==> src/sv/assert_macros.svh <==
// ----------------------------------------------------------------------------
// assert_macros.svh
// Concurrent assertion helpers clocked on clock, disabled during reset.
// ----------------------------------------------------------------------------
`ifndef ASSERT_MACROS_SVH
`define ASSERT_MACROS_SVH

// Condition must hold at every clock edge.
`define ASSERT_ALWAYS(label, cond, msg) \
   label: assert property (@(posedge clock) disable iff (reset) (cond)) else $error(msg);

// Consequent must hold in the cycle after the antecedent.
`define ASSERT_NEXT(label, ante, cons, msg) \
   label: assert property (@(posedge clock) disable iff (reset) (ante) |=> (cons)) else $error(msg);

`endif

==> src/sv/etsl_pkg.sv <==
// ----------------------------------------------------------------------------
// etsl_pkg
// Shared widths, codes, sort key and control types of the SCAN target list.
// ----------------------------------------------------------------------------
package etsl_pkg;

   localparam int CAPACITY_DEF = 16;

   localparam int OP_W    = 2;
   localparam int FLOOR_W = 6;
   localparam int DIR_W   = 2;
   localparam int COUNT_W = 5;
   localparam int KEY_W   = FLOOR_W + 1;

   localparam logic [OP_W-1:0] OP_APPEND  = 2'd0;
   localparam logic [OP_W-1:0] OP_REMOVE  = 2'd1;
   localparam logic [OP_W-1:0] OP_REORDER = 2'd2;

   localparam logic [DIR_W-1:0] DIR_HERE = 2'd0;
   localparam logic [DIR_W-1:0] DIR_UP   = 2'd1;
   localparam logic [DIR_W-1:0] DIR_DOWN = 2'd2;

   typedef struct packed {
      logic clear;
      logic step;
   } rank_ctrl_type;

   // First group gets keys with MSB clear, second group MSB set, so an
   // ascending key order is the SCAN order.
   function automatic logic [KEY_W-1:0] scan_key(
      input logic [FLOOR_W-1:0] floor_val,
      input logic [FLOOR_W-1:0] cur,
      input logic [DIR_W-1:0]   dir
   );
      logic [KEY_W-1:0] key;
      if (dir == DIR_UP) begin
         key = (floor_val > cur) ? {1'b0, floor_val} : {1'b1, ~floor_val};
      end else begin
         key = (floor_val < cur) ? {1'b0, ~floor_val} : {1'b1, floor_val};
      end
      return key;
   endfunction

endpackage

==> src/sv/etsl_if.sv <==
// ----------------------------------------------------------------------------
// etsl_req_if / etsl_rsp_if
// Valid/ready channels for requests and status responses.
// ----------------------------------------------------------------------------
interface etsl_req_if;
   logic                          valid;
   logic                          ready;
   logic [etsl_pkg::OP_W-1:0]     operation;
   logic [etsl_pkg::FLOOR_W-1:0]  target_floor;
   logic [etsl_pkg::FLOOR_W-1:0]  current_floor;
   logic [etsl_pkg::DIR_W-1:0]    travel_direction;

   modport source (output valid, operation, target_floor, current_floor,
                   travel_direction, input ready);
   modport sink   (input valid, operation, target_floor, current_floor,
                   travel_direction, output ready);
endinterface

interface etsl_rsp_if;
   logic                          valid;
   logic                          ready;
   logic [etsl_pkg::FLOOR_W-1:0]  head_floor;
   logic [etsl_pkg::COUNT_W-1:0]  pending_count;
   logic [etsl_pkg::DIR_W-1:0]    head_direction;
   logic                          list_empty;
   logic                          rejected;

   modport source (output valid, head_floor, pending_count, head_direction,
                   list_empty, rejected, input ready);
   modport sink   (input valid, head_floor, pending_count, head_direction,
                   list_empty, rejected, output ready);
endinterface

==> src/sv/etsl_mem.sv <==
// ----------------------------------------------------------------------------
// etsl_mem
// Floor storage: one write port, two registered read ports.
// ----------------------------------------------------------------------------
module etsl_mem #(
   parameter int ADDR_W = 5,
   parameter int DATA_W = etsl_pkg::FLOOR_W
) (
   input  logic              clock,
   input  logic              wr_en,
   input  logic [ADDR_W-1:0] wr_addr,
   input  logic [DATA_W-1:0] wr_data,
   input  logic [ADDR_W-1:0] rd_a_addr,
   input  logic [ADDR_W-1:0] rd_b_addr,
   output logic [DATA_W-1:0] rd_a_data,
   output logic [DATA_W-1:0] rd_b_data
);

   logic [DATA_W-1:0] mem [2**ADDR_W];

   always_ff @(posedge clock) begin
      if (wr_en) begin
         mem[wr_addr] <= wr_data;
      end
      rd_a_data <= mem[rd_a_addr];
      rd_b_data <= mem[rd_b_addr];
   end

endmodule

==> src/sv/etsl_rank_unit.sv <==
// ----------------------------------------------------------------------------
// etsl_rank_unit
// Shared key compare and rank counter: counts entries that sort ahead of
// the entry under test (stable on equal keys).
// ----------------------------------------------------------------------------
module etsl_rank_unit #(
   parameter int CNT_W = 5
) (
   input  logic                          clock,
   input  logic                          reset,
   input  etsl_pkg::rank_ctrl_type       ctrl,
   input  logic [etsl_pkg::FLOOR_W-1:0]  floor_a,
   input  logic [etsl_pkg::FLOOR_W-1:0]  floor_b,
   input  logic [CNT_W-1:0]              idx_a,
   input  logic [CNT_W-1:0]              idx_b,
   input  logic [etsl_pkg::FLOOR_W-1:0]  cur,
   input  logic [etsl_pkg::DIR_W-1:0]    dir,
   output logic [CNT_W-1:0]              rank
);

   logic [etsl_pkg::KEY_W-1:0] key_a;
   logic [etsl_pkg::KEY_W-1:0] key_b;
   logic                       ahead;
   logic [CNT_W-1:0]           rank_ff;
   logic [CNT_W-1:0]           rank_in;

   always_comb begin
      key_a = etsl_pkg::scan_key(floor_a, cur, dir);
      key_b = etsl_pkg::scan_key(floor_b, cur, dir);
      ahead = (key_b < key_a) || ((key_b == key_a) && (idx_b < idx_a));
      if (ctrl.clear) begin
         rank_in = '0;
      end else if (ctrl.step && ahead) begin
         rank_in = rank_ff + CNT_W'(1);
      end else begin
         rank_in = rank_ff;
      end
   end

   always_ff @(posedge clock) begin
      if (reset) begin
         rank_ff <= '0;
      end else begin
         rank_ff <= rank_in;
      end
   end

   assign rank = rank_ff;

endmodule

==> src/sv/elevator_scan_target_list.sv <==
// ----------------------------------------------------------------------------
// elevator_scan_target_list
// Bounded list of target floors with append, remove head and SCAN reorder.
//
//   channel   dir   handshake            contents
//   req_ch    in    valid/ready          operation, floors, travel direction
//   rsp_ch    out   valid/ready          head floor, count, direction, flags
//
// Append, remove and no-op requests pass through the execute, read and done
// states; done holds while an earlier response still waits on rsp_ch.
// Reorder of n entries (up or down, n > 1) adds a scan: one rank compare unit
// scans all n entries for each entry, then writes it to the other bank.
// req_ch.ready is high only while idle; the response register lets the next
// request in while a response is still waiting. Reset empties the list.
// ----------------------------------------------------------------------------
`include "assert_macros.svh"

module elevator_scan_target_list #(
   parameter int CAPACITY = etsl_pkg::CAPACITY_DEF
) (
   input  logic          clock,
   input  logic          reset,
   etsl_req_if.sink      req_ch,
   etsl_rsp_if.source    rsp_ch
);

   localparam int IDX_W  = $clog2(CAPACITY);
   localparam int CNT_W  = $clog2(CAPACITY + 1);
   localparam int SUM_W  = CNT_W + 1;
   localparam int ADDR_W = IDX_W + 1;
   localparam logic [CNT_W-1:0] CAP_CNT = CNT_W'(CAPACITY);

   localparam logic [2:0] ST_IDLE = 3'd0;
   localparam logic [2:0] ST_EXEC = 3'd1;
   localparam logic [2:0] ST_SCAN = 3'd2;
   localparam logic [2:0] ST_READ = 3'd3;
   localparam logic [2:0] ST_DONE = 3'd4;

   logic [2:0]                    state_ff, state_in;
   logic [etsl_pkg::OP_W-1:0]     op_ff, op_in;
   logic [etsl_pkg::FLOOR_W-1:0]  tgt_ff, tgt_in;
   logic [etsl_pkg::FLOOR_W-1:0]  cur_ff, cur_in;
   logic [etsl_pkg::DIR_W-1:0]    dir_ff, dir_in;
   logic [CNT_W-1:0]              count_ff, count_in;
   logic [IDX_W-1:0]              head_ff, head_in;
   logic                          bank_ff, bank_in;
   logic                          rej_ff, rej_in;
   logic [CNT_W-1:0]              i_ff, i_in;
   logic [CNT_W-1:0]              j_ff, j_in;
   logic [CNT_W-1:0]              jd_ff, jd_in;
   logic                          jv_ff, jv_in;

   logic                          rsp_valid_ff, rsp_valid_in;
   logic [etsl_pkg::FLOOR_W-1:0]  rsp_head_ff, rsp_head_in;
   logic [etsl_pkg::COUNT_W-1:0]  rsp_count_ff, rsp_count_in;
   logic [etsl_pkg::DIR_W-1:0]    rsp_dir_ff, rsp_dir_in;
   logic                          rsp_empty_ff, rsp_empty_in;
   logic                          rsp_rej_ff, rsp_rej_in;

   logic                          wr_en;
   logic [ADDR_W-1:0]             wr_addr;
   logic [etsl_pkg::FLOOR_W-1:0]  wr_data;
   logic [ADDR_W-1:0]             rd_a_addr;
   logic [ADDR_W-1:0]             rd_b_addr;
   logic [etsl_pkg::FLOOR_W-1:0]  rd_a_data;
   logic [etsl_pkg::FLOOR_W-1:0]  rd_b_data;

   etsl_pkg::rank_ctrl_type       rank_ctrl;
   logic [CNT_W-1:0]              rank;

   logic                          req_fire;
   logic                          list_empty;
   logic [etsl_pkg::FLOOR_W-1:0]  head_val;

   // Logical position to physical slot of the ring.
   function automatic logic [IDX_W-1:0] wrap_idx(
      input logic [IDX_W-1:0] base,
      input logic [CNT_W-1:0] ofs
   );
      logic [SUM_W-1:0] sum;
      sum = SUM_W'(base) + SUM_W'(ofs);
      if (sum >= SUM_W'(CAPACITY)) begin
         sum = sum - SUM_W'(CAPACITY);
      end
      return sum[IDX_W-1:0];
   endfunction

   etsl_mem #(
      .ADDR_W (ADDR_W),
      .DATA_W (etsl_pkg::FLOOR_W)
   ) u_mem (
      .clock     (clock),
      .wr_en     (wr_en),
      .wr_addr   (wr_addr),
      .wr_data   (wr_data),
      .rd_a_addr (rd_a_addr),
      .rd_b_addr (rd_b_addr),
      .rd_a_data (rd_a_data),
      .rd_b_data (rd_b_data)
   );

   etsl_rank_unit #(
      .CNT_W (CNT_W)
   ) u_rank (
      .clock   (clock),
      .reset   (reset),
      .ctrl    (rank_ctrl),
      .floor_a (rd_a_data),
      .floor_b (rd_b_data),
      .idx_a   (i_ff),
      .idx_b   (jd_ff),
      .cur     (cur_ff),
      .dir     (dir_ff),
      .rank    (rank)
   );

   assign req_ch.ready = (state_ff == ST_IDLE);
   assign req_fire     = req_ch.valid && req_ch.ready;

   assign rd_a_addr = (state_ff == ST_SCAN) ? {bank_ff, wrap_idx(head_ff, i_ff)}
                                            : {bank_ff, head_ff};
   assign rd_b_addr = {bank_ff, wrap_idx(head_ff, j_ff)};

   assign list_empty = (count_ff == '0);
   assign head_val   = list_empty ? '0 : rd_a_data;

   always_comb begin
      state_in     = state_ff;
      op_in        = op_ff;
      tgt_in       = tgt_ff;
      cur_in       = cur_ff;
      dir_in       = dir_ff;
      count_in     = count_ff;
      head_in      = head_ff;
      bank_in      = bank_ff;
      rej_in       = rej_ff;
      i_in         = i_ff;
      j_in         = j_ff;
      jd_in        = jd_ff;
      jv_in        = 1'b0;
      wr_en        = 1'b0;
      wr_addr      = {bank_ff, wrap_idx(head_ff, count_ff)};
      wr_data      = tgt_ff;
      rank_ctrl    = '0;
      rsp_valid_in = rsp_valid_ff && !rsp_ch.ready;
      rsp_head_in  = rsp_head_ff;
      rsp_count_in = rsp_count_ff;
      rsp_dir_in   = rsp_dir_ff;
      rsp_empty_in = rsp_empty_ff;
      rsp_rej_in   = rsp_rej_ff;

      case (state_ff)
         ST_IDLE: begin
            if (req_fire) begin
               op_in    = req_ch.operation;
               tgt_in   = req_ch.target_floor;
               cur_in   = req_ch.current_floor;
               dir_in   = req_ch.travel_direction;
               rej_in   = 1'b0;
               state_in = ST_EXEC;
            end
         end
         ST_EXEC: begin
            state_in = ST_READ;
            case (op_ff)
               etsl_pkg::OP_APPEND: begin
                  if (count_ff == CAP_CNT) begin
                     rej_in = 1'b1;
                  end else begin
                     wr_en    = 1'b1;
                     count_in = count_ff + CNT_W'(1);
                  end
               end
               etsl_pkg::OP_REMOVE: begin
                  if (list_empty) begin
                     rej_in = 1'b1;
                  end else begin
                     head_in  = wrap_idx(head_ff, CNT_W'(1));
                     count_in = count_ff - CNT_W'(1);
                  end
               end
               etsl_pkg::OP_REORDER: begin
                  if ((dir_ff == etsl_pkg::DIR_UP || dir_ff == etsl_pkg::DIR_DOWN) &&
                      count_ff > CNT_W'(1)) begin
                     i_in            = '0;
                     j_in            = '0;
                     rank_ctrl.clear = 1'b1;
                     state_in        = ST_SCAN;
                  end
               end
               default: begin
               end
            endcase
         end
         ST_SCAN: begin
            rank_ctrl.step = jv_ff;
            if (j_ff != count_ff) begin
               j_in  = j_ff + CNT_W'(1);
               jd_in = j_ff;
               jv_in = 1'b1;
            end else if (!jv_ff) begin
               // rank is final: place entry i in the other bank
               wr_en           = 1'b1;
               wr_addr         = {~bank_ff, rank[IDX_W-1:0]};
               wr_data         = rd_a_data;
               rank_ctrl.clear = 1'b1;
               if (i_ff == count_ff - CNT_W'(1)) begin
                  bank_in  = ~bank_ff;
                  head_in  = '0;
                  state_in = ST_READ;
               end else begin
                  i_in = i_ff + CNT_W'(1);
                  j_in = '0;
               end
            end
         end
         ST_READ: begin
            state_in = ST_DONE;
         end
         ST_DONE: begin
            if (!rsp_valid_ff || rsp_ch.ready) begin
               rsp_valid_in = 1'b1;
               rsp_head_in  = head_val;
               rsp_count_in = etsl_pkg::COUNT_W'(count_ff);
               rsp_empty_in = list_empty;
               rsp_rej_in   = rej_ff;
               if (list_empty || head_val == cur_ff) begin
                  rsp_dir_in = etsl_pkg::DIR_HERE;
               end else if (head_val > cur_ff) begin
                  rsp_dir_in = etsl_pkg::DIR_UP;
               end else begin
                  rsp_dir_in = etsl_pkg::DIR_DOWN;
               end
               state_in = ST_IDLE;
            end
         end
         default: begin
            state_in = ST_IDLE;
         end
      endcase
   end

   always_ff @(posedge clock) begin
      if (reset) begin
         state_ff     <= ST_IDLE;
         count_ff     <= '0;
         head_ff      <= '0;
         bank_ff      <= 1'b0;
         rej_ff       <= 1'b0;
         i_ff         <= '0;
         j_ff         <= '0;
         jv_ff        <= 1'b0;
         rsp_valid_ff <= 1'b0;
      end else begin
         state_ff     <= state_in;
         count_ff     <= count_in;
         head_ff      <= head_in;
         bank_ff      <= bank_in;
         rej_ff       <= rej_in;
         i_ff         <= i_in;
         j_ff         <= j_in;
         jv_ff        <= jv_in;
         rsp_valid_ff <= rsp_valid_in;
      end
   end

   always_ff @(posedge clock) begin
      op_ff        <= op_in;
      tgt_ff       <= tgt_in;
      cur_ff       <= cur_in;
      dir_ff       <= dir_in;
      jd_ff        <= jd_in;
      rsp_head_ff  <= rsp_head_in;
      rsp_count_ff <= rsp_count_in;
      rsp_dir_ff   <= rsp_dir_in;
      rsp_empty_ff <= rsp_empty_in;
      rsp_rej_ff   <= rsp_rej_in;
   end

   assign rsp_ch.valid          = rsp_valid_ff;
   assign rsp_ch.head_floor     = rsp_head_ff;
   assign rsp_ch.pending_count  = rsp_count_ff;
   assign rsp_ch.head_direction = rsp_dir_ff;
   assign rsp_ch.list_empty     = rsp_empty_ff;
   assign rsp_ch.rejected       = rsp_rej_ff;

   `ASSERT_ALWAYS(a_count_bound, count_ff <= CAP_CNT, "entry count above capacity")
   `ASSERT_NEXT(a_busy_after_accept, req_fire, !req_ch.ready, "ready right after accept")
   `ASSERT_ALWAYS(a_empty_status,
      !(rsp_ch.valid && rsp_ch.list_empty) ||
      (rsp_ch.head_floor == '0 && rsp_ch.head_direction == etsl_pkg::DIR_HERE),
      "empty list reports a head")
   `ASSERT_ALWAYS(a_rank_bound, state_ff != ST_SCAN || rank < count_ff, "rank out of range")

endmodule

==> src/flat_wrapper.sv <==
// flat-port wrapper written by rule: the top's interface ports become plain ports
module elevator_scan_target_list_flat 
#(
   parameter int CAPACITY = etsl_pkg::CAPACITY_DEF
)
  (clock, reset, req_ch_valid, req_ch_operation, req_ch_target_floor, req_ch_current_floor, req_ch_travel_direction, req_ch_ready, rsp_ch_valid, rsp_ch_head_floor, rsp_ch_pending_count, rsp_ch_head_direction, rsp_ch_list_empty, rsp_ch_rejected, rsp_ch_ready);
  etsl_req_if req_ch_i ();
  etsl_rsp_if rsp_ch_i ();
  input  logic clock;
  input  logic reset;
  input wire logic [$bits(req_ch_i.valid)-1:0] req_ch_valid;
  input wire logic [$bits(req_ch_i.operation)-1:0] req_ch_operation;
  input wire logic [$bits(req_ch_i.target_floor)-1:0] req_ch_target_floor;
  input wire logic [$bits(req_ch_i.current_floor)-1:0] req_ch_current_floor;
  input wire logic [$bits(req_ch_i.travel_direction)-1:0] req_ch_travel_direction;
  output wire logic [$bits(req_ch_i.ready)-1:0] req_ch_ready;
  output wire logic [$bits(rsp_ch_i.valid)-1:0] rsp_ch_valid;
  output wire logic [$bits(rsp_ch_i.head_floor)-1:0] rsp_ch_head_floor;
  output wire logic [$bits(rsp_ch_i.pending_count)-1:0] rsp_ch_pending_count;
  output wire logic [$bits(rsp_ch_i.head_direction)-1:0] rsp_ch_head_direction;
  output wire logic [$bits(rsp_ch_i.list_empty)-1:0] rsp_ch_list_empty;
  output wire logic [$bits(rsp_ch_i.rejected)-1:0] rsp_ch_rejected;
  input wire logic [$bits(rsp_ch_i.ready)-1:0] rsp_ch_ready;
  assign req_ch_i.valid = req_ch_valid;
  assign req_ch_i.operation = req_ch_operation;
  assign req_ch_i.target_floor = req_ch_target_floor;
  assign req_ch_i.current_floor = req_ch_current_floor;
  assign req_ch_i.travel_direction = req_ch_travel_direction;
  assign req_ch_ready = req_ch_i.ready;
  assign rsp_ch_valid = rsp_ch_i.valid;
  assign rsp_ch_head_floor = rsp_ch_i.head_floor;
  assign rsp_ch_pending_count = rsp_ch_i.pending_count;
  assign rsp_ch_head_direction = rsp_ch_i.head_direction;
  assign rsp_ch_list_empty = rsp_ch_i.list_empty;
  assign rsp_ch_rejected = rsp_ch_i.rejected;
  assign rsp_ch_i.ready = rsp_ch_ready;
  elevator_scan_target_list #(.CAPACITY(CAPACITY)) u_core (.clock(clock), .reset(reset), .req_ch(req_ch_i), .rsp_ch(rsp_ch_i));
endmodule
==> config.mk <==
export PLATFORM = sky130hd
export DESIGN_NAME = elevator_scan_target_list_flat
export DESIGN_NICKNAME = d
export VERILOG_FILES = /design/src/sv/etsl_pkg.sv /design/src/sv/etsl_if.sv /design/src/sv/etsl_mem.sv /design/src/sv/etsl_rank_unit.sv /design/src/sv/elevator_scan_target_list.sv /design/src/flat_wrapper.sv
export VERILOG_INCLUDE_DIRS = /design/src /design/src/sv
export SDC_FILE = /design/constraint.sdc
export NUM_CORES = 1
export LEC_CHECK = 0
export BUFFER_PORTS_ARGS = -buffer_cell sky130_fd_sc_hd__buf_4
export CAP_MARGIN = 40
export CORE_MARGIN = 2
export CORE_UTILIZATION = 68
export DETAILED_ROUTE_END_ITERATION = 10
export PLACE_DENSITY_LB_ADDON = 0.1
export RECOVER_POWER = 50
export SLEW_MARGIN = 20
export SYNTH_ARGS = -nofsm -noshare
export SYNTH_HDL_FRONTEND = slang
export SYNTH_SLANG_ARGS = --single-unit
export TNS_END_PERCENT = 50
==> constraint.sdc <==
create_clock -name clock -period 9.69 [get_ports clock]
set_clock_uncertainty 0.1 [all_clocks]
set_input_delay 0.4845 -clock clock [delete_from_list [all_inputs] [get_ports clock]]
set_output_delay 0.4845 -clock clock [all_outputs]
set_load 0.01 [all_outputs]
==> qor.yml, run 1 <==
max_slew.worst_pin.slew_ps: 3040
setup_viol: 0
place_area_um2: 14100
pwr-share-clk: 0.312
area_delta_synth_final_pct: 10.1
synth_nets: 1035
syn_inst: 966
yosysTopAreaCell: "edfxtp_1"
cp-start-kind: "flop"
drv_slew: 127
min_to: "u_core.cur_ff[3]"
end_kind: "flop"
slowest_delay_ps: 2140
violations: "capacitance limit, slew limit"
crit_buf_inv: 3
reg2reg_from: "u_core.head_ff[0]"
synth.cell_area_um2: 13600
fin_nets: 1072
cp_max_fo: 48
ys_types: 55
drive_gt1_frac: 0.162
cts_root_buffer: "clkbuf_16"
hold_depth: 1
critPathKind: "reg -> reg"
p_comb_frac: 0.238
place_inst: 1236
finalInstanceArea_um2: 14900
numCtsBuffers: 27
drt-total-wl_um: 38100
postCtsResizedCells: 0
dieHeight_um: 145
post_drt_wl_per_cell_um: 29.6
die-width_um: 145
worstSkewPairLatency_ps: 540
required_ps: 10050
swShare: 0.302
irDropWorstVdd_uv: 185
power_frac_seq: 0.449
dp_hpwl_um: 26900
max-cap-violations: 4
tritoncts: "built"
design_power_total_mw: 3.37
period_minus_slack_ps: 5310
cts_buffer_depth: 3
rsz0062_at_grt: "no"
clk_pin_slew_ps: 60
ys_ff_latch: 270
leakage_nw: 5.07
power_switching_mw: 1.02
ys_top_cells_by_area: "edfxtp_1 51%, mux4_2 13%, dfxtp_1 6.2%"
period_share: 0.548
crit_path_top_delay_cell: "clkbuf_1"
rrSetupSlack_ps: 4380
dieArea_um2: 21100
port_buffers: 36
outcome: "finished, violations left"
num_vias: 9365
hold_path_class: "in -> reg"
ys.flop_type: "edfxtp_1"
synth_top_cell_area_share: 0.505
finalHoldViolations: 0
drcViolationCount: 0
grt_pass1_wl_um: 57200
fin_hold_ws_ps: 54.2
yosys-top-cells-count: "228 x edfxtp_1, 78 x mux4_2, 67 x nand2_1, 62 x nor2_1"
fillers: 1232
power_density_nw_per_um2: 226
r2r-end: "u_core.u_mem.rd_b_data[5]"
postCtsSetupBuffers: 0
crit_chain: "ha_1, inv_1, fa_2, clkbuf_1, mux4_2, mux2i_1, mux4_2, inv_1"
final_antenna_net_count: 0
n_antenna_cell: 0
first_pass_iters: 8
maxSlewHeadroom: -1.03
grt-ovfl-total: 0
detail_route.iter0.violations: 1234
yosysMostFrequentCell: "edfxtp_1"
intPower_mw: 2.35
htreeDepth: 1
place_congestion: 1.07
grt_pass1_vias: 9346
min_from: "req_ch_current_floor[3]"
syn_area_per_cell_um2: 14.0
fin_setup_tns_ps: 0
core_area_um2: 19500
seq_area_frac_synth: 0.567
antenna_found_initial: 0
ctsHoldBuffers: 0
vias_per_cell: 7.29
async_reset_ff_frac: 0
arrival_ps: 5680
gr-usage-all-layers: 0.364
cts_sinks: 270
row_count: 51
synth-edff-count: 228
fmax_ghz: 0.188
initial_utilization: 0.694
ios: 37
yosysWarnings: 0
cp_top_family: "buffers and inverters"
fin_cells: 1285
grt_max_degree: 73
r2r_cells: 8
==> final cells by class <==
class,count,area [um^2],area share
well taps,265,332,0.0222
clock buffers,29,683,0.0458
repair buffers,55,364,0.0244
inverters,36,135,0.00906
multi-input cells,613,5520,0.370
clock inverters,17,194,0.0130
flip-flops and latches,270,7690,0.515
==> state kept, by name (all words and copies together), names as in the netlist, 4 cells and up <==
register and flops:
u_core.i_ff 5, u_core.u_mem.mem 192, u_core.cur_ff 6, u_core.head_ff 4, u_core.rsp_ch.head_floor 6, u_core.u_mem.rd_a_data 6, u_core.jd_ff 5, u_core.count_ff 5
u_core.j_ff 5, u_core.rsp_ch.pending_count 5, u_core.tgt_ff 6, u_core.u_mem.rd_b_data 6, u_core.u_rank.rank 4
==> worst reg2reg max path, stage by stage (launching register included) <==
cell and delay, ps:
dfxtp_1 520, ha_1 240, inv_1 70, fa_2 560
clkbuf_1 2140, mux4_2 690, mux2i_1 230, mux4_2 590
inv_1 100
==> logic make-up after synthesis <==
kind of cell / after synthesis / synth area share
AO/OA/AOI/OAI: 143 / 0.0729
XOR/XNOR: 41 / 0.0265
adder cells (fa/ha/maj): 49 / 0.0469
buffers and inverters: 83 / 0.0270
flip-flops: 270 / 0.567
multiplexers: 112 / 0.155
AND/OR/NAND/NOR: 268 / 0.104
==> cells in the final DEF, fill, tap and decap left out, types with 6 or more instances in the layout <==
cell type and instances:
clkbuf_1 25, or4_1 13, xor2_1 18, a21o_1 12, clkbuf_4 16, a211oi_1 52, edfxtp_1 228, mux2i_1 31
nand4_1 7, o21ai_0 11, dfxtp_1 42, and2_0 6, nand2_1 67, nor2_1 62, and3_1 52, xnor2_1 22
nor3_1 11, inv_1 36, nor2b_1 8, mux4_2 78, ha_1 46, a21oi_1 25, nand3_1 12, o21a_1 9
nor4_2 6, buf_4 8, clkbuf_16 27, o22ai_1 12
==> worst max path at each step <==
stage | slack [ps] | endpoint | startpoint | cells past startpoint
floorplan | 6130 | u_core.u_rank.rank[3] | u_core.cur_ff[1] | 16
finish | 4380 | u_core.u_mem.rd_b_data[5] | u_core.head_ff[0] | 8
detailed placement | 5700 | u_core.u_mem.rd_a_data[1] | u_core.state_ff[1] | 8
global placement | 5740 | u_core.u_mem.rd_a_data[1] | u_core.state_ff[1] | 7
CTS | 5680 | u_core.u_mem.rd_a_data[5] | u_core.state_ff[1] | 8
global route | 4310 | u_core.u_mem.rd_b_data[5] | u_core.head_ff[0] | 8
==> power groups by stage <==
stage / combinational [mW] / clock, mW / sequential (mW)
2_1_floorplan: 0.548 / 0 / 1.49
3_3_place_gp: 0.726 / 0 / 1.53
3_5_place_dp: 0.793 / 0 / 1.53
4_1_cts: 0.805 / 1.06 / 1.51
5_1_grt: 0.863 / 1.10 / 1.52
6_report: 0.803 / 1.05 / 1.51
==> per-stage QoR <==
stage	setup WS, ps	util
2_1_floorplan	6130	-
3_3_place_gp	5740	0.718
3_5_place_dp	5700	0.723
4_1_cts	5680	0.768
5_1_grt	4310	0.764
6_report	4380	0.764
==> metal layers <==
layer	track usage	share of wire
met5	0	0
met4	0.168	0.062
met3	0.0682	0.11
met2	0.622	0.49
met1	0.456	0.34
(Power assumes the default switching activity.)
==> run 2: changes to the inputs <==
CORE_UTILIZATION = 63   (was 68)
clock period = 5.3 ns   (was 9.69 ns; I/O delays follow)
==> qor.yml, run 2 (synthesized netlist as in run 1, its figures left out) <==
outcome: "finished, violations left"  # unchanged
violations: "capacitance limit, slew limit"  # unchanged
required_ps: 5680  # was 10050 ps
fin_hold_ws_ps: 347  # was 54.2 ps
ios: 37  # unchanged
drt-total-wl_um: 35400  # was 38100 um
grt-ovfl-total: 0  # unchanged
dieArea_um2: 22700  # was 21100 um^2
cp_max_fo: 6  # was 48
drv_slew: 33  # was 127
worstSkewPairLatency_ps: 570  # was 540 ps
cts_root_buffer: "clkbuf_16"  # unchanged
post_drt_wl_per_cell_um: 26.8  # was 29.6 um
port_buffers: 36  # unchanged
finalInstanceArea_um2: 15200  # was 14900 um^2
dp_slack_ps: 1660  # was 5700 ps
fin_cells: 1323  # was 1285
cts_buffer_depth: 3  # unchanged
place_congestion: 1.01  # was 1.07
arrival_ps: 4100  # was 5680 ps
die-width_um: 151  # was 145 um
grt_pass1_wl_um: 53600  # was 57200 um
rsz0062_at_grt: "no"  # unchanged
area_delta_synth_final_pct: 12.1  # was 10.1%
path_common_cell: "o21a_1"
final_cell_mix: "228 x edfxtp_1, 78 x mux4_2, 67 x nand2_1"  # unchanged
irDropWorstVdd_uv: 297  # was 185 uV
max-cap-violations: 1  # was 4
end_kind: "flop"  # unchanged
num_vias: 8988  # was 9365
initial_utilization: 0.643  # was 0.694
top_register: "u_core.u_mem.mem"  # unchanged
fmax_ghz: 0.269  # was 0.188 GHz
n_antenna_cell: 0  # unchanged
dieHeight_um: 151  # was 145 um
final_common_cell: "edfxtp_1"  # unchanged
setup_viol: 0  # unchanged
largest_register_ffs: 192  # unchanged
grt_max_degree: 49  # was 73
clk_pin_slew_ps: 60  # about the same
numCtsBuffers: 29  # was 27
vias_per_cell: 6.79  # was 7.29
period_minus_slack_ps: 3720  # was 5310 ps
dp_hpwl_um: 24500  # was 26900 um
fin_setup_tns_ps: 0  # unchanged
detail_route.iter0.violations: 928  # was 1234
max_slew.worst_pin.slew_ps: 1530  # was 3040 ps
cts_sinks: 270  # unchanged
crit_path_top_delay_cell: "o32ai_2"  # was clkbuf_1
drive_gt1_frac: 0.161  # was 0.162
hold_path_class: "reg -> reg"  # was in -> reg
postCtsSetupBuffers: 0  # unchanged
place_area_um2: 14200  # was 14100 um^2
cp-start-kind: "flop"  # unchanged
htreeDepth: 1  # unchanged
tritoncts: "built"  # unchanged
gr-usage-all-layers: 0.325  # was 0.364
row_count: 53  # was 51
ctsHoldBuffers: 20  # was 0
worst_slack_ps: 1580  # was 4380 ps
fin_nets: 1096  # was 1072
crit_chain: "inv_1, ha_1, nor2b_1, o21a_1, o21a_1, o21a_1, o21a_1, o32ai_2, xnor2_1, ha_1, a21o_1, a21o_1, a21oi_1, o21ai_0, a21oi_1, mux2i_1"  # was ha_1, inv_1, fa_2, clkbuf_1, mux4_2, mux2i_1, mux4_2, inv_1
drcViolationCount: 0  # unchanged
finalHoldViolations: 0  # unchanged
place_inst: 1250  # was 1236
first_pass_iters: 5  # was 8
power_density_nw_per_um2: 402  # was 226 nW/um^2
core_area_um2: 21100  # was 19500 um^2
critPathKind: "reg -> reg"  # unchanged
slowest_delay_ps: 390  # was 2140 ps
period_share: 0.702  # was 0.548
grt_pass1_vias: 8937  # was 9346
postCtsResizedCells: 0  # unchanged
antenna_found_initial: 0  # unchanged
maxSlewHeadroom: -0.0168  # was -1.03
leakage_nw: 5.19  # was 5.07 nW
final_antenna_net_count: 0  # unchanged
==> run 2: metrics by stage <==
stage                util  power [mW]
floorplan               -        3.73
global placement    0.668        4.13
detailed placement  0.673        4.22
CTS                 0.725        6.15
global route        0.720        6.37
finish              0.720        6.11
==> run 2: power by group <==
part	switching (mW)	internal (mW)	leakage, nW	total (mW)
Combinational	0.888	0.556	2.34	1.44
Clock	0.811	1.11	0.444	1.92
Sequential	0.112	2.63	2.41	2.74
==> run 2: final cells by class <==
| class | count | area [um^2] |
|---|---|---|
| flip-flops and latches | 270 | 7690 |
| fillers | 1403 | 5900 |
| multi-input cells | 613 | 5540 |
| clock buffers | 37 | 766 |
| repair buffers | 77 | 587 |
| well taps | 275 | 344 |
| inverters | 36 | 135 |
| clock inverters | 15 | 133 |
==> run 2: critical path: cells and delay by family (launching register included) <==
| family | cells | cell delay [ps] |
|---|---|---|
| xor+xnor | 1 | 200 |
| fa+ha+maj | 2 | 510 |
| simple gates | 1 | 130 |
| flops | 1 | 360 |
| mux | 1 | 220 |
| buf+inv | 1 | 110 |
| compound gates | 10 | 2000 |
==> run 2: worst paths after layout <==
kind                                          endpoint  slack (ps)  cells after the start              from
worst max-delay path             u_core.u_rank.rank[1]        1580                     16  u_core.cur_ff[1]
worst min-delay path            u_core.rsp_ch.rejected         350                      0     u_core.rej_ff
worst max register to register   u_core.u_rank.rank[1]        1580                     16  u_core.cur_ff[1]
worst min register to register  u_core.rsp_ch.rejected         350                      0     u_core.rej_ff
==> run 2: layer usage <==
metal / part of all wire / vias to the layer above / global-route usage
met5: 0 / - / 0
met4: 0.060 / 0 / 0.160
met3: 0.093 / 133 / 0.0603
met2: 0.48 / 540 / 0.523
met1: 0.37 / 4380 / 0.429
li1: - / 3935 / -
